### src/hw/rtl/cjet_pkg.sv
// Package for the cubic Julia escape-time unit.
// Holds shared constants, register codes, state and phase enums, and the
// command/status structs between controller and datapath. No dependencies.
package cjet_pkg;

  localparam int FRAC_BITS_DEF  = 28;
  localparam int COUNT_BITS_DEF = 12;
  localparam int DATA_BITS      = 32;
  localparam int THR_BITS       = 29;
  localparam int CFG_IDX_BITS   = 2;
  localparam int THR_FRAC_BITS  = 24;

  localparam int                          MAX_ITER_RST = 40;
  localparam logic [THR_BITS-1:0]         THR_RST      = 29'd67108864;
  localparam logic signed [DATA_BITS-1:0] COEFF_RE_RST = 32'sd269765340;
  localparam logic signed [DATA_BITS-1:0] COEFF_IM_RST = 32'sd27066822;

  typedef enum logic [CFG_IDX_BITS-1:0] {
    CFG_MAX_ITER  = 2'd0,
    CFG_THRESHOLD = 2'd1,
    CFG_COEFF_RE  = 2'd2,
    CFG_COEFF_IM  = 2'd3
  } cfg_reg_e;

  typedef enum logic [2:0] {
    PH_HOLD,
    PH_SQ,
    PH_CUBE,
    PH_LIN,
    PH_SUM,
    PH_MAG
  } phase_e;

  typedef enum logic [2:0] {
    ST_IDLE,
    ST_SQ,
    ST_CUBE,
    ST_LIN,
    ST_SUM,
    ST_MAG,
    ST_CHK,
    ST_EMPTY
  } state_e;

  typedef struct packed {
    phase_e phase;
    logic   load;
    logic   advance;
    logic   emit;
    logic   force_inside;
  } cmd_t;

  typedef struct packed {
    logic escaped;
    logic last_iter;
    logic max_zero;
  } sts_t;

endpackage

### src/hw/rtl/cjet_ctrl.sv
// Controller for the cubic Julia escape-time unit.
// Sequences the six phases of one iteration and owns the result valid flag.
// Depends on cjet_pkg.
module cjet_ctrl (
  input  logic            clk_i,
  input  logic            rst_ni,
  input  logic            in_valid_i,
  output logic            in_ready_o,
  input  logic            out_ready_i,
  output logic            out_valid_o,
  output cjet_pkg::cmd_t  cmd_o,
  input  cjet_pkg::sts_t  sts_i
);

  cjet_pkg::state_e state_q, state_d;
  logic             valid_q, valid_d;
  logic             slot_free;
  logic             finish;

  assign slot_free = !valid_q || out_ready_i;
  assign finish    = sts_i.escaped || sts_i.last_iter;

  always_comb begin
    state_d = state_q;
    unique case (state_q)
      cjet_pkg::ST_IDLE: begin
        if (in_valid_i) begin
          state_d = sts_i.max_zero ? cjet_pkg::ST_EMPTY : cjet_pkg::ST_SQ;
        end
      end
      cjet_pkg::ST_SQ:   state_d = cjet_pkg::ST_CUBE;
      cjet_pkg::ST_CUBE: state_d = cjet_pkg::ST_LIN;
      cjet_pkg::ST_LIN:  state_d = cjet_pkg::ST_SUM;
      cjet_pkg::ST_SUM:  state_d = cjet_pkg::ST_MAG;
      cjet_pkg::ST_MAG:  state_d = cjet_pkg::ST_CHK;
      cjet_pkg::ST_CHK: begin
        if (!finish) begin
          state_d = cjet_pkg::ST_SQ;
        end else if (slot_free) begin
          state_d = cjet_pkg::ST_IDLE;
        end
      end
      cjet_pkg::ST_EMPTY: begin
        if (slot_free) begin
          state_d = cjet_pkg::ST_IDLE;
        end
      end
      default: state_d = cjet_pkg::ST_IDLE;
    endcase
  end

  always_comb begin
    in_ready_o         = 1'b0;
    cmd_o              = '0;
    cmd_o.phase        = cjet_pkg::PH_HOLD;
    unique case (state_q)
      cjet_pkg::ST_IDLE: begin
        in_ready_o = 1'b1;
        cmd_o.load = in_valid_i;
      end
      cjet_pkg::ST_SQ:   cmd_o.phase = cjet_pkg::PH_SQ;
      cjet_pkg::ST_CUBE: cmd_o.phase = cjet_pkg::PH_CUBE;
      cjet_pkg::ST_LIN:  cmd_o.phase = cjet_pkg::PH_LIN;
      cjet_pkg::ST_SUM:  cmd_o.phase = cjet_pkg::PH_SUM;
      cjet_pkg::ST_MAG:  cmd_o.phase = cjet_pkg::PH_MAG;
      cjet_pkg::ST_CHK: begin
        cmd_o.advance = !finish;
        cmd_o.emit    = finish && slot_free;
      end
      cjet_pkg::ST_EMPTY: begin
        cmd_o.emit         = slot_free;
        cmd_o.force_inside = 1'b1;
      end
      default: cmd_o.phase = cjet_pkg::PH_HOLD;
    endcase
  end

  assign valid_d     = cmd_o.emit || (valid_q && !out_ready_i);
  assign out_valid_o = valid_q;

  always_ff @(posedge clk_i or negedge rst_ni) begin
    if (!rst_ni) begin
      state_q <= cjet_pkg::ST_IDLE;
      valid_q <= 1'b0;
    end else begin
      state_q <= state_d;
      valid_q <= valid_d;
    end
  end

endmodule

### config.mk
export PLATFORM = sky130hd
export DESIGN_NAME = cjet_ctrl
export DESIGN_NICKNAME = d
export VERILOG_FILES = /design/src/hw/rtl/cjet_pkg.sv /design/src/hw/rtl/cjet_ctrl.sv
export SDC_FILE = /design/constraint.sdc
export NUM_CORES = 1
export LEC_CHECK = 0
export BUFFER_PORTS_ARGS = -buffer_cell sky130_fd_sc_hd__buf_2
export CORE_AREA = 2 2 39 41
export CTS_BUF_LIST = sky130_fd_sc_hd__clkbuf_8
export DETAILED_ROUTE_END_ITERATION = 10
export DIE_AREA = 0 0 41 43
export GPL_ROUTABILITY_DRIVEN = 0
export PLACE_DENSITY = 0.52
export SLEW_MARGIN = 20
export SYNTH_ARGS = -nofsm -noshare
export SYNTH_HDL_FRONTEND = slang
export SYNTH_SLANG_ARGS = --single-unit
### constraint.sdc
create_clock -name clk_i -period 1.11 [get_ports clk_i]
set_input_delay 0.111 -clock clk_i [delete_from_list [all_inputs] [get_ports clk_i]]
set_output_delay 0.111 -clock clk_i [all_outputs]
set_load 0.01 [all_outputs]
# --- Word level (Yosys, flattened, before mapping) ---
# Index checks and enable logic that the tools add are counted.
word_totals:
  inputBits: 7
  out_inout_bits: 9
  register_bits: 4
  elab_cells: 30
op_classes:
  eq_ne: 8
  n_mux: 11
  n_reduce_logical: 9
op_table:
  columns: ["cell", "n"]
  rows:
  - ["$pmux 3 s8", 1]
  - ["$pmux 3 s5", 1]
  - ["$eq 3x3->1 const B", 4]
  - ["$mux 3", 4]
  - ["$eq 3x2->1 const B", 2]
  - ["$mux 1", 4]
  - ["$eq 3x1->1 const B", 1]
  - ["$logic_not 1->1", 3]
  - ["$logic_not 3->1", 1]
  - ["$logic_or 1x1->1", 3]
  - ["$logic_and 1x1->1", 2]
  - ["$ne 2x2->1 const B", 1]
  - ["$pmux 1 s2", 1]

# --- Longest topological paths before layout ---
# Gate-level depths: netlist of run 1.
depth:
  depth_word: 5
  mapped_depth: 4
  ltp_nobuf: 3

# --- Worst setup path after synthesis of run 1 ---
# Ideal clock, no wire load.
synth_path:
  path_kind: "register to output"
  start: "register state_q[1]"
  end: "output port cmd_o[3] (netlist bit)"
  required_ns: 0.999
  path_stages_with_launch: 4
  path_buffers: 1
  arrival_time_ns: 0.959
  setup_slack_ns: 0.040
  path_cell_list: "dfrtp_1 -> buf_4 -> nor3_2 -> and2_1"
synth_rtl:
  columns: ["item", "line", "rtl"]
  rows:
  - ["from (decl)", "cjet_ctrl.sv:15", "cjet_pkg::state_e state_q, state_d;"]
  - ["from (signal assigned)", "cjet_ctrl.sv:83", "state_q <= cjet_pkg::ST_IDLE;"]
  - ["from (signal assigned)", "cjet_ctrl.sv:86", "state_q <= state_d;"]
  - ["to (decl)", "cjet_ctrl.sv:11", "output cjet_pkg::cmd_t cmd_o,"]

==> flow_metrics.tcl, run 1 <==
set metrics [dict create \
    path_cells "nor3_2 -> and2_1 -> buf_2" \
    via_per_inst 4.50 \
    hold_violations 0 \
    netlist.top_cell.by_area "dfrtp_1" \
    globalRouteTotalUtil_pct 10.7 \
    drv_slew 0 \
    die_w_um 41 \
    crit_path_start "state_q[2]" \
    violations "negative setup slack" \
    first_pass_iters 3 \
    dp_hpwl_um 561 \
    crit_slowest_cell "dfrtp_2" \
    yosysTopAreaCellShare_pct 34.9 \
    synth_fp_nets 41 \
    cts-buffers-inserted 3 \
    nFillCells 143 \
    die_h_um 43 \
    dr_total_vias 342 \
    status "complete, but fails checks" \
    ys_seq_area_share_pct 34.9 \
    yosys-top-cells-area "dfrtp_1 (35%), nor3_2 (7.0%), a21oi_1 (5.2%)" \
    overflow 0 \
    area.growth.synth_to_final_pct 88.2 \
    finalCritPeriodShare_pct 111 \
    cts_tree "done" \
    worst-endpoint-required_ns 1.00 \
    clkTransAtPathRegs_ns 0.03 \
    drive_above_1_share_pct 71.7 \
    r2r_slack_ns -0.07 \
    tightest_slew_ns 0.223 \
    crit_fanout 5 \
    reg2reg_to "state_q[1]" \
    initial_core_util_pct 20.7 \
    ir_drop_v 0.00106 \
    wl_per_cell_um 11.0 \
    grt_pass1_wl_um 1210 \
    cts_max_level 1 \
    period_needed_ns 1.23 \
    power_density_nw_per_um2 2970 \
    rows 14 \
    clk_latency_ns 0.22 \
    start_kind "flip-flop" \
    stdcell_count 76 \
    reg2reg_depth 5 \
    slew_headroom_pct 85.0 \
    drt_iter0_drc 4 \
    synth_top_flop_cell "dfrtp_1" \
    synth-async-reset-ratio_pct 100 \
    place_ws_ns 0.0136 \
    worst_setup_path_end_kind "primary output" \
    die-area_sq_um 1760 \
    synth_area_sq_um 287 \
    synth.most_common_cell "dfrtp_1" \
    antennaDiodeCount 0 \
    maxCapViolCount 0 \
    layout.area.seq_sq_um 104 \
    root_buffer "clkbuf_8" \
    ant_nets 0 \
    syn_inst 34 \
    synth-warning-count 0 \
    num_io_pins 16 \
    setup_slack_ns -0.121 \
    fmaxAchievable_mhz 812 \
    synth_edf_count 0 \
    p_leak_nw 0.257 \
    design.core.area_sq_um 1380 \
    skew_ns 0.00499 \
    cts_sinks 4 \
    antenna_found_initial 0 \
    setup_violations 9 \
    drc 0 \
    path_class "flip-flop to primary output" \
    max_stage_delay_ns 0.44 \
    rr_startpoint "state_q[2]" \
    cp.arrival_ns 1.12 \
    netlist_top_cells_count "dfrtp_1 (4), a21oi_1 (3), nand2_1 (3), nor2_1 (3)" \
    multi_input_area_sq_um 208 \
    hold_class "input pin to flip-flop" \
    setup_tns_ns -0.597 \
    rsz0062_at_grt "true" \
    port_buffers 15 \
    syn-mean-instance-area_sq_um 8.43 \
    synth_seq_cells 4 \
    dp.cells 67 \
    wl_um 837 \
    cp-endpoint "cmd_o[3]" \
    first_global_vias 288 \
    synth_cell_types 21 \
    clock_path_buffers 2 \
    grt_max_degree 7 \
    num-nets-final 69 \
]
-- critical path, delay by kind of cell (launching register included) --
kind / cells / cell delay, ns
flip-flops: 1 / 0.44
AND/OR/NAND/NOR: 2 / 0.34
buffers and inverters: 1 / 0.12
-- cell usage in the layout, fill, tap and decap left out, drive strengths merged --
cell type and instances:
buf 24, dfrtp 4, nor3 4, clkbuf 3
nor2 3, a21oi 3, o21ai 3, nand2 3
inv 2, nor2b 2, o21bai 1, nor4 1
and2 1, a221oi 1, a21o 1, nand3b 1
a31oi 1, o221ai 1, dlygate4sd3 1
-- state kept, by name, indices dropped and copies added, names as in the netlist --
| signal | count |
|---|---|
| out_valid_o | 1 |
| state_q | 3 |
-- area by class of cell --
class / instances / area share, %
clock buffers: 3 / 7.66
well taps: 16 / 3.71
inverters: 2 / 1.86
multi-input cells: 26 / 38.5
flip-flops and latches: 4 / 19.3
repair buffers: 25 / 29.0
-- worst min path at each step --
| stage | startpoint | endpoint | slack [ns] | depth (start not counted) |
|---|---|---|---|---|
| detailed placement | rst_ni | out_valid_o | -0.08 | 1 |
| global route | out_ready_i | state_q[0] | 0.23 | 4 |
| global placement | rst_ni | out_valid_o | -0.08 | 1 |
| CTS | rst_ni | state_q[2] | 0.22 | 2 |
| finish | out_ready_i | state_q[0] | 0.21 | 4 |
| floorplan | rst_ni | out_valid_o | -0.18 | 0 |
-- report_power, final --
part           leakage, nW  internal, mW  switching, mW
combinational        0.190         0.501          0.433
sequential          0.0458         0.230          0.137
clock               0.0216         0.231         0.0719
total                0.257         0.962          0.643
-- stage by stage --
step	total power, mW	hold slack (ns)	util [%]	cell area [sq um]
6_report	1.60	0.206	39.0	539
5_1_grt	1.73	0.228	39.0	539
4_1_cts	1.47	0.221	35.0	484
3_5_place_dp	1.02	-0.0801	28.7	397
3_3_place_gp	1.03	-0.0822	28.7	397
2_1_floorplan	0.764	-0.185	-	287
-- timing repair --
item,4_1_cts,5_1_grt
resized for setup,7,9
buffers inserted,3,2
endpoints found under the hold margin,4,0
hold buffers,1,0
setup endpoints to repair,8,10
pin swaps,1,4
-- cell families (layout without fill, tap and decap cells) --
kind of cell	count (synthesis)	count (layout)	synth area share, %
AND/OR/NAND/NOR	15	15	29.7
buffers and inverters	4	30	7.86
AO/OA/AOI/OAI	11	11	27.5
flip-flops	4	4	34.9
-- routing by layer --
metal	wire length [um]	GRT usage (%)	vias up	part of all wire, %
li1	-	-	176	-
met1	342	13.6	155	41
met2	430	13.4	8	51
met3	50	4.71	3	6.0
met4	14	8.00	0	1.7
met5	0	0	-	0
No activity file was read; power rests on OpenSTA's default activity.
==> run 2, diff against run 1 <==
--- a/config.mk
+++ b/config.mk
@@ -5,6 +5,7 @@
 export SDC_FILE = /design/constraint.sdc
 export NUM_CORES = 1
 export LEC_CHECK = 0
+export ABC_AREA = 1
 export BUFFER_PORTS_ARGS = -buffer_cell sky130_fd_sc_hd__buf_2
 export CORE_AREA = 2 2 39 41
 export CTS_BUF_LIST = sky130_fd_sc_hd__clkbuf_8
==> flow_metrics.tcl, run 2 <==
set metrics [dict create \
    synth.most_common_cell "nor2_1" \
    synth-warning-count 0 \
    drc 0 \
    area.growth.synth_to_final_pct 83.8 \
    cp_top_family "flip-flops" \
    yosysTopAreaCellShare_pct 35.1 \
    netlist.top_cell.by_area "dfrtp_1" \
    path_class "flip-flop to primary output" \
    synth_area_sq_um 285 \
    yosys-top-cells-area "dfrtp_1 (35%), nor2_1 (18%), inv_1 (11%)" \
    worst-endpoint-required_ns 1.00 \
    fmaxAchievable_mhz 862 \
    tightest_slew_ns 0.177 \
    grt_pass1_wl_um 1180 \
    finalCritPeriodShare_pct 105 \
    cts_tree "done" \
    wl_per_cell_um 8.29 \
    slew_headroom_pct 88.2 \
    synth_seq_cells 4 \
    m1WireLength_um 290 \
    critPathBufInv 1 \
    maxCapViolCount 0 \
    final_common_cell "buf_2" \
    finalPower_mw 1.54 \
    rr_startpoint "state_q[2]" \
    skew_ns 0.00134 \
    place_area_sq_um 380 \
    design.core.area_sq_um 1380 \
    port_buffers 15 \
    setup_slack_ns -0.0502 \
    rows 14 \
    drv_slew 0 \
    root_buffer "clkbuf_8" \
    grt_max_degree 6 \
    violations "negative setup slack" \
    die-area_sq_um 1760 \
    rsz0062_at_grt "true" \
    top_layer_used "met3" \
    hold_class "input pin to flip-flop" \
    synth_edf_count 0 \
    ant_nets 0 \
    num-nets-final 80 \
    r2r_slack_ns 0.06 \
    via_per_inst 3.97 \
    regMostFlops "state_q" \
    die_w_um 41 \
    max_stage_delay_ns 0.45 \
    hold_violations 0 \
    clock_path_buffers 2 \
    worst_setup_path_end_kind "primary output" \
    initial_core_util_pct 20.6 \
    syn_inst 45 \
    status "complete, but fails checks" \
    ir_drop_v 0.00102 \
    stdcell_area_sq_um 524 \
    crit_fanout 5 \
    ys_seq_area_share_pct 35.1 \
    cts_max_level 1 \
    synth_cell_types 13 \
    setup_violations 5 \
    cts_sinks 4 \
    antenna_found_initial 0 \
    start_kind "flip-flop" \
    min_from "out_ready_i" \
    final_core_util_pct 37.9 \
    netlist_top_cells_count "nor2_1 (14), inv_1 (8), nand2_1 (6)" \
    dr_total_vias 345 \
    clkTransAtPathRegs_ns 0.03 \
    cts-buffers-inserted 3 \
    reg2reg_depth 5 \
    dp_hpwl_um 500 \
    overflow 0 \
    wl_met3_um 49 \
    path_cells "nor2_4 -> nand2_2 -> nor2_1 -> buf_2" \
    hold_depth 4 \
    hold_end "out_valid_o" \
    antennaDiodeCount 0 \
    layout_common_cells "buf_2 (14), nor2_1 (12), inv_1 (6), buf_4 (6), nand2_1 (5)" \
    syn-mean-instance-area_sq_um 6.34 \
    die_h_um 43 \
    globalRouteTotalUtil_pct 9.98 \
    synth_fp_nets 52 \
    drive_above_1_share_pct 56.3 \
    period_needed_ns 1.16 \
    num_io_pins 16 \
    power_density_nw_per_um2 2930 \
    first_pass_iters 2 \
    reg2reg_to "state_q[1]" \
    cp.arrival_ns 1.05 \
    wl_um 721 \
    wl_met2_um 380 \
    clk_latency_ns 0.21 \
    synth_top_flop_cell "dfrtp_1" \
    first_global_vias 326 \
    largest_reg_flops 3 \
    drt_iter0_drc 2 \
    crit_slowest_cell "dfrtp_2" \
    p_leak_nw 0.307 \
    synth-async-reset-ratio_pct 100 \
]
run 2: cell count changes in the layout (fill, tap and decap cells not counted), sizes merged, moves of 3 or more:
| cell | before | now |
|---|---|---|
| nor3 | 4 | 0 |
| nand2 | 3 | 9 |
| nand3 | 0 | 4 |
| o21ai | 3 | 0 |
| nor2 | 3 | 15 |
| inv | 2 | 9 |
run 2: power by group:
group / switching, mW / internal (mW) / leakage (nW)
Combinational: 0.458 / 0.430 / 0.240
Clock: 0.0673 / 0.230 / 0.0216
Sequential: 0.116 / 0.234 / 0.0459
Total: 0.641 / 0.894 / 0.307
run 2: kinds of logic after synthesis:
family / count (synthesis) / synth area share, %
AOI/OAI and AO/OA: 2 / 3.51
buffers and inverters: 10 / 13.6
DFF: 4 / 35.1
and+or+nand+nor: 29 / 47.8
run 2: worst reg2reg max path: cells and delay by family, from the launching register on:
family,cells,cell delay (ns)
AO/OA/AOI/OAI,2,0.20
flip-flops,1,0.43
buffers and inverters,2,0.24
AND/OR/NAND/NOR,1,0.05
run 2: final cells by class:
type | count | area (sq um)
clock buffer | 3 | 41.3
fill | 154 | 860
inverter | 10 | 42.5
multi-input combinational | 31 | 169
timing repair buffer | 23 | 148
sequential | 4 | 104
tap | 16 | 20.0
run 2: worst max path at each step:
stage / startpoint / end / slack, ns / depth (start not counted)
floorplan: state_q[2] / cmd_o[3] / 0.19 / 3
global placement: state_q[0] / cmd_o[3] / 0.12 / 4
detailed placement: state_q[2] / cmd_o[3] / 0.1 / 4
CTS: state_q[2] / cmd_o[1] / -0.05 / 5
global route: state_q[2] / cmd_o[6] / -0.11 / 3
finish: state_q[2] / cmd_o[3] / -0.05 / 4
run 2: routing by layer:
metal | GRT usage, % | up-vias
met2 | 15.6 | 8
met3 | 3.14 | 0
met1 | 11.1 | 150
met5 | 0 | -
met4 | 6.00 | 0
li1 | - | 187
run 2: what timing repair did:
action / CTS / global route
hold buffers: 1 / 0
setup endpoints to repair: 5 / 7
hold endpoints to repair: 4 / 0
setup buffers: 6 / 1
pin swaps: 5 / 2
resized for setup: 10 / 4
run 2: metrics by stage:
stage | setup slack (ns) | instances | hold WS (ns) | setup TNS, ns
after floorplan | 0.187 | 45 | -0.185 | 0
after global placement | 0.116 | 76 | -0.0790 | 0
after detailed placement | 0.0963 | 76 | -0.0795 | 0
after CTS | -0.0515 | 86 | 0.186 | -0.160
after global routing | -0.108 | 87 | 0.226 | -0.534
final | -0.0502 | 87 | 0.191 | -0.124
==> run 3, diff against run 2 <==
--- a/config.mk
+++ b/config.mk
@@ -12,7 +12,7 @@
 export DETAILED_ROUTE_END_ITERATION = 10
 export DIE_AREA = 0 0 41 43
 export GPL_ROUTABILITY_DRIVEN = 0
-export PLACE_DENSITY = 0.52
+export PLACE_DENSITY = 0.53
 export SLEW_MARGIN = 20
 export SYNTH_ARGS = -nofsm -noshare
 export SYNTH_HDL_FRONTEND = slang
==> constraint.sdc (replaced) <==
create_clock -name clk_i -period 0.95 [get_ports clk_i]
set_input_delay 0.095 -clock clk_i [delete_from_list [all_inputs] [get_ports clk_i]]
set_output_delay 0.095 -clock clk_i [all_outputs]
set_load 0.01 [all_outputs]
==> flow_metrics.tcl, run 3 (synthesized netlist as in run 2, its figures left out) <==
set metrics [dict create \
    status "complete, but fails checks" \
    violations "negative setup slack" \
    finalCritPeriodShare_pct 121 \
    finalPower_mw 2.10 \
    tightest_slew_ns 0.178 \
    ir_drop_v 0.00162 \
    num_io_pins 16 \
    fmaxAchievable_mhz 868 \
    cts-buffers-inserted 3 \
    area.growth.synth_to_final_pct 110 \
    die-area_sq_um 1760 \
    cts_tree "done" \
    slew_headroom_pct 88.1 \
    grtUsageMet2_pct 15.9 \
    place_ws_ns -0.0553 \
    worst-endpoint-required_ns 0.85 \
    drive_above_1_share_pct 67.1 \
    worst_setup_path_end_kind "primary output" \
    hold_ws_ns 0.196 \
    dr_total_vias 375 \
    drt_iter0_drc 6 \
    root_buffer "clkbuf_8" \
    min_from "in_valid_i" \
    globalRouteTotalUtil_pct 10.8 \
    start_kind "flip-flop" \
    drc 0 \
    first_pass_iters 4 \
    rr_startpoint "state_q[1]" \
    clkTransAtPathRegs_ns 0.03 \
    crit_path_start "state_q[2]" \
    setup_tns_ns -1.50 \
    antennaDiodeCount 0 \
    design.core.area_sq_um 1380 \
    hold_class "input pin to flip-flop" \
    clk_latency_ns 0.21 \
    overflow 0 \
    cp.arrival_ns 1.06 \
    regMostFlops "state_q" \
    grt_pass1_wl_um 1270 \
    place_area_sq_um 388 \
    cts_max_level 1 \
    ant_nets 0 \
    top_usage_layer "met2" \
    p_leak_nw 0.343 \
    path_class "flip-flop to primary output" \
    num-nets-final 85 \
    clock_path_buffers 2 \
    drv_slew 0 \
    rows 14 \
    layout_common_cells "buf_2 (15), nor2_1 (9), buf_4 (8)" \
    rsz0062_at_grt "true" \
    wl_um 827 \
    maxCapViolCount 0 \
    met1_usage_pct 12.4 \
    final_common_cell "buf_2" \
    power_density_nw_per_um2 3500 \
    wl_per_cell_um 8.99 \
    skew_ns 0.000913 \
    port_buffers 15 \
    first_global_vias 340 \
    setup_violations 12 \
    initial_core_util_pct 20.6 \
    antenna_found_initial 0 \
    setup_slack_ns -0.202 \
    cts_sinks 4 \
    via_per_inst 4.08 \
    die_h_um 43 \
    grt_max_degree 6 \
    die_w_um 41 \
    stdcell_area_sq_um 599 \
    period_needed_ns 1.15 \
    hold_violations 0 \
    dp_hpwl_um 549 \
    crit_fanout 5 \
    largest_reg_flops 3 \
    grt_use_met3_pct 3.14 \
    nFillCells 142 \
]
## run 3: worst paths after layout
path / to / slack (ns) / cells past startpoint
max: cmd_o[1] / -0.20 / 5
min: state_q[2] / 0.20 / 3
max reg2reg: state_q[0] / -0.12 / 7
min reg2reg: state_q[1] / 0.67 / 4
max in group asynchronous: state_q[1] / 0.61 / 2
min in group asynchronous: out_valid_o / 0.21 / 2
## run 3: report_power, final
group	internal (mW)	total, mW	switching (mW)
logic	0.686	1.35	0.664
clock network	0.269	0.343	0.0744
registers	0.273	0.406	0.133
total	1.23	2.10	0.872
## run 3: metrics by stage
| step | cells | util, % |
|---|---|---|
| floorplan | 45 | - |
| global placement | 77 | 28.0 |
| detailed placement | 77 | 28.0 |
| CTS | 90 | 39.2 |
| global route | 92 | 43.3 |
| finish | 92 | 43.3 |
## run 3: cell type report
type	count	area, sq um	area share [%]
Multi-Input combinational cell	31	201	33.6
Timing Repair Buffer	28	190	31.7
Sequential cell	4	104	17.3
Inverter	10	42.5	7.10
Clock buffer	3	41.3	6.89
Tap cell	16	20.0	3.34
## run 3: timing repair
action | CTS | global route
hold buffers | 1 | 0
resized for setup | 13 | 10
setup endpoints to repair | 10 | 12
hold endpoints to repair | 4 | 0
buffers inserted | 9 | 2
pin swaps | 5 | 6
gates cloned | 0 | 0
## run 3: per-layer routing
| metal | share of wire, % | vias up | routed length (um) |
|---|---|---|---|
| li1 | - | 195 | - |
| met1 | 39 | 169 | 322 |
| met5 | 0 | - | 0 |
| met3 | 5.9 | 0 | 49 |
| met4 | 0 | 0 | 0 |
| met2 | 55 | 11 | 456 |
## run 3: critical path, stage by stage, from the launching register on
cell      delay [ns]
dfrtp_2         0.44
nand2_4         0.12
clkinv_4        0.06
nand2_4         0.05
nor2_1          0.03
buf_2           0.13
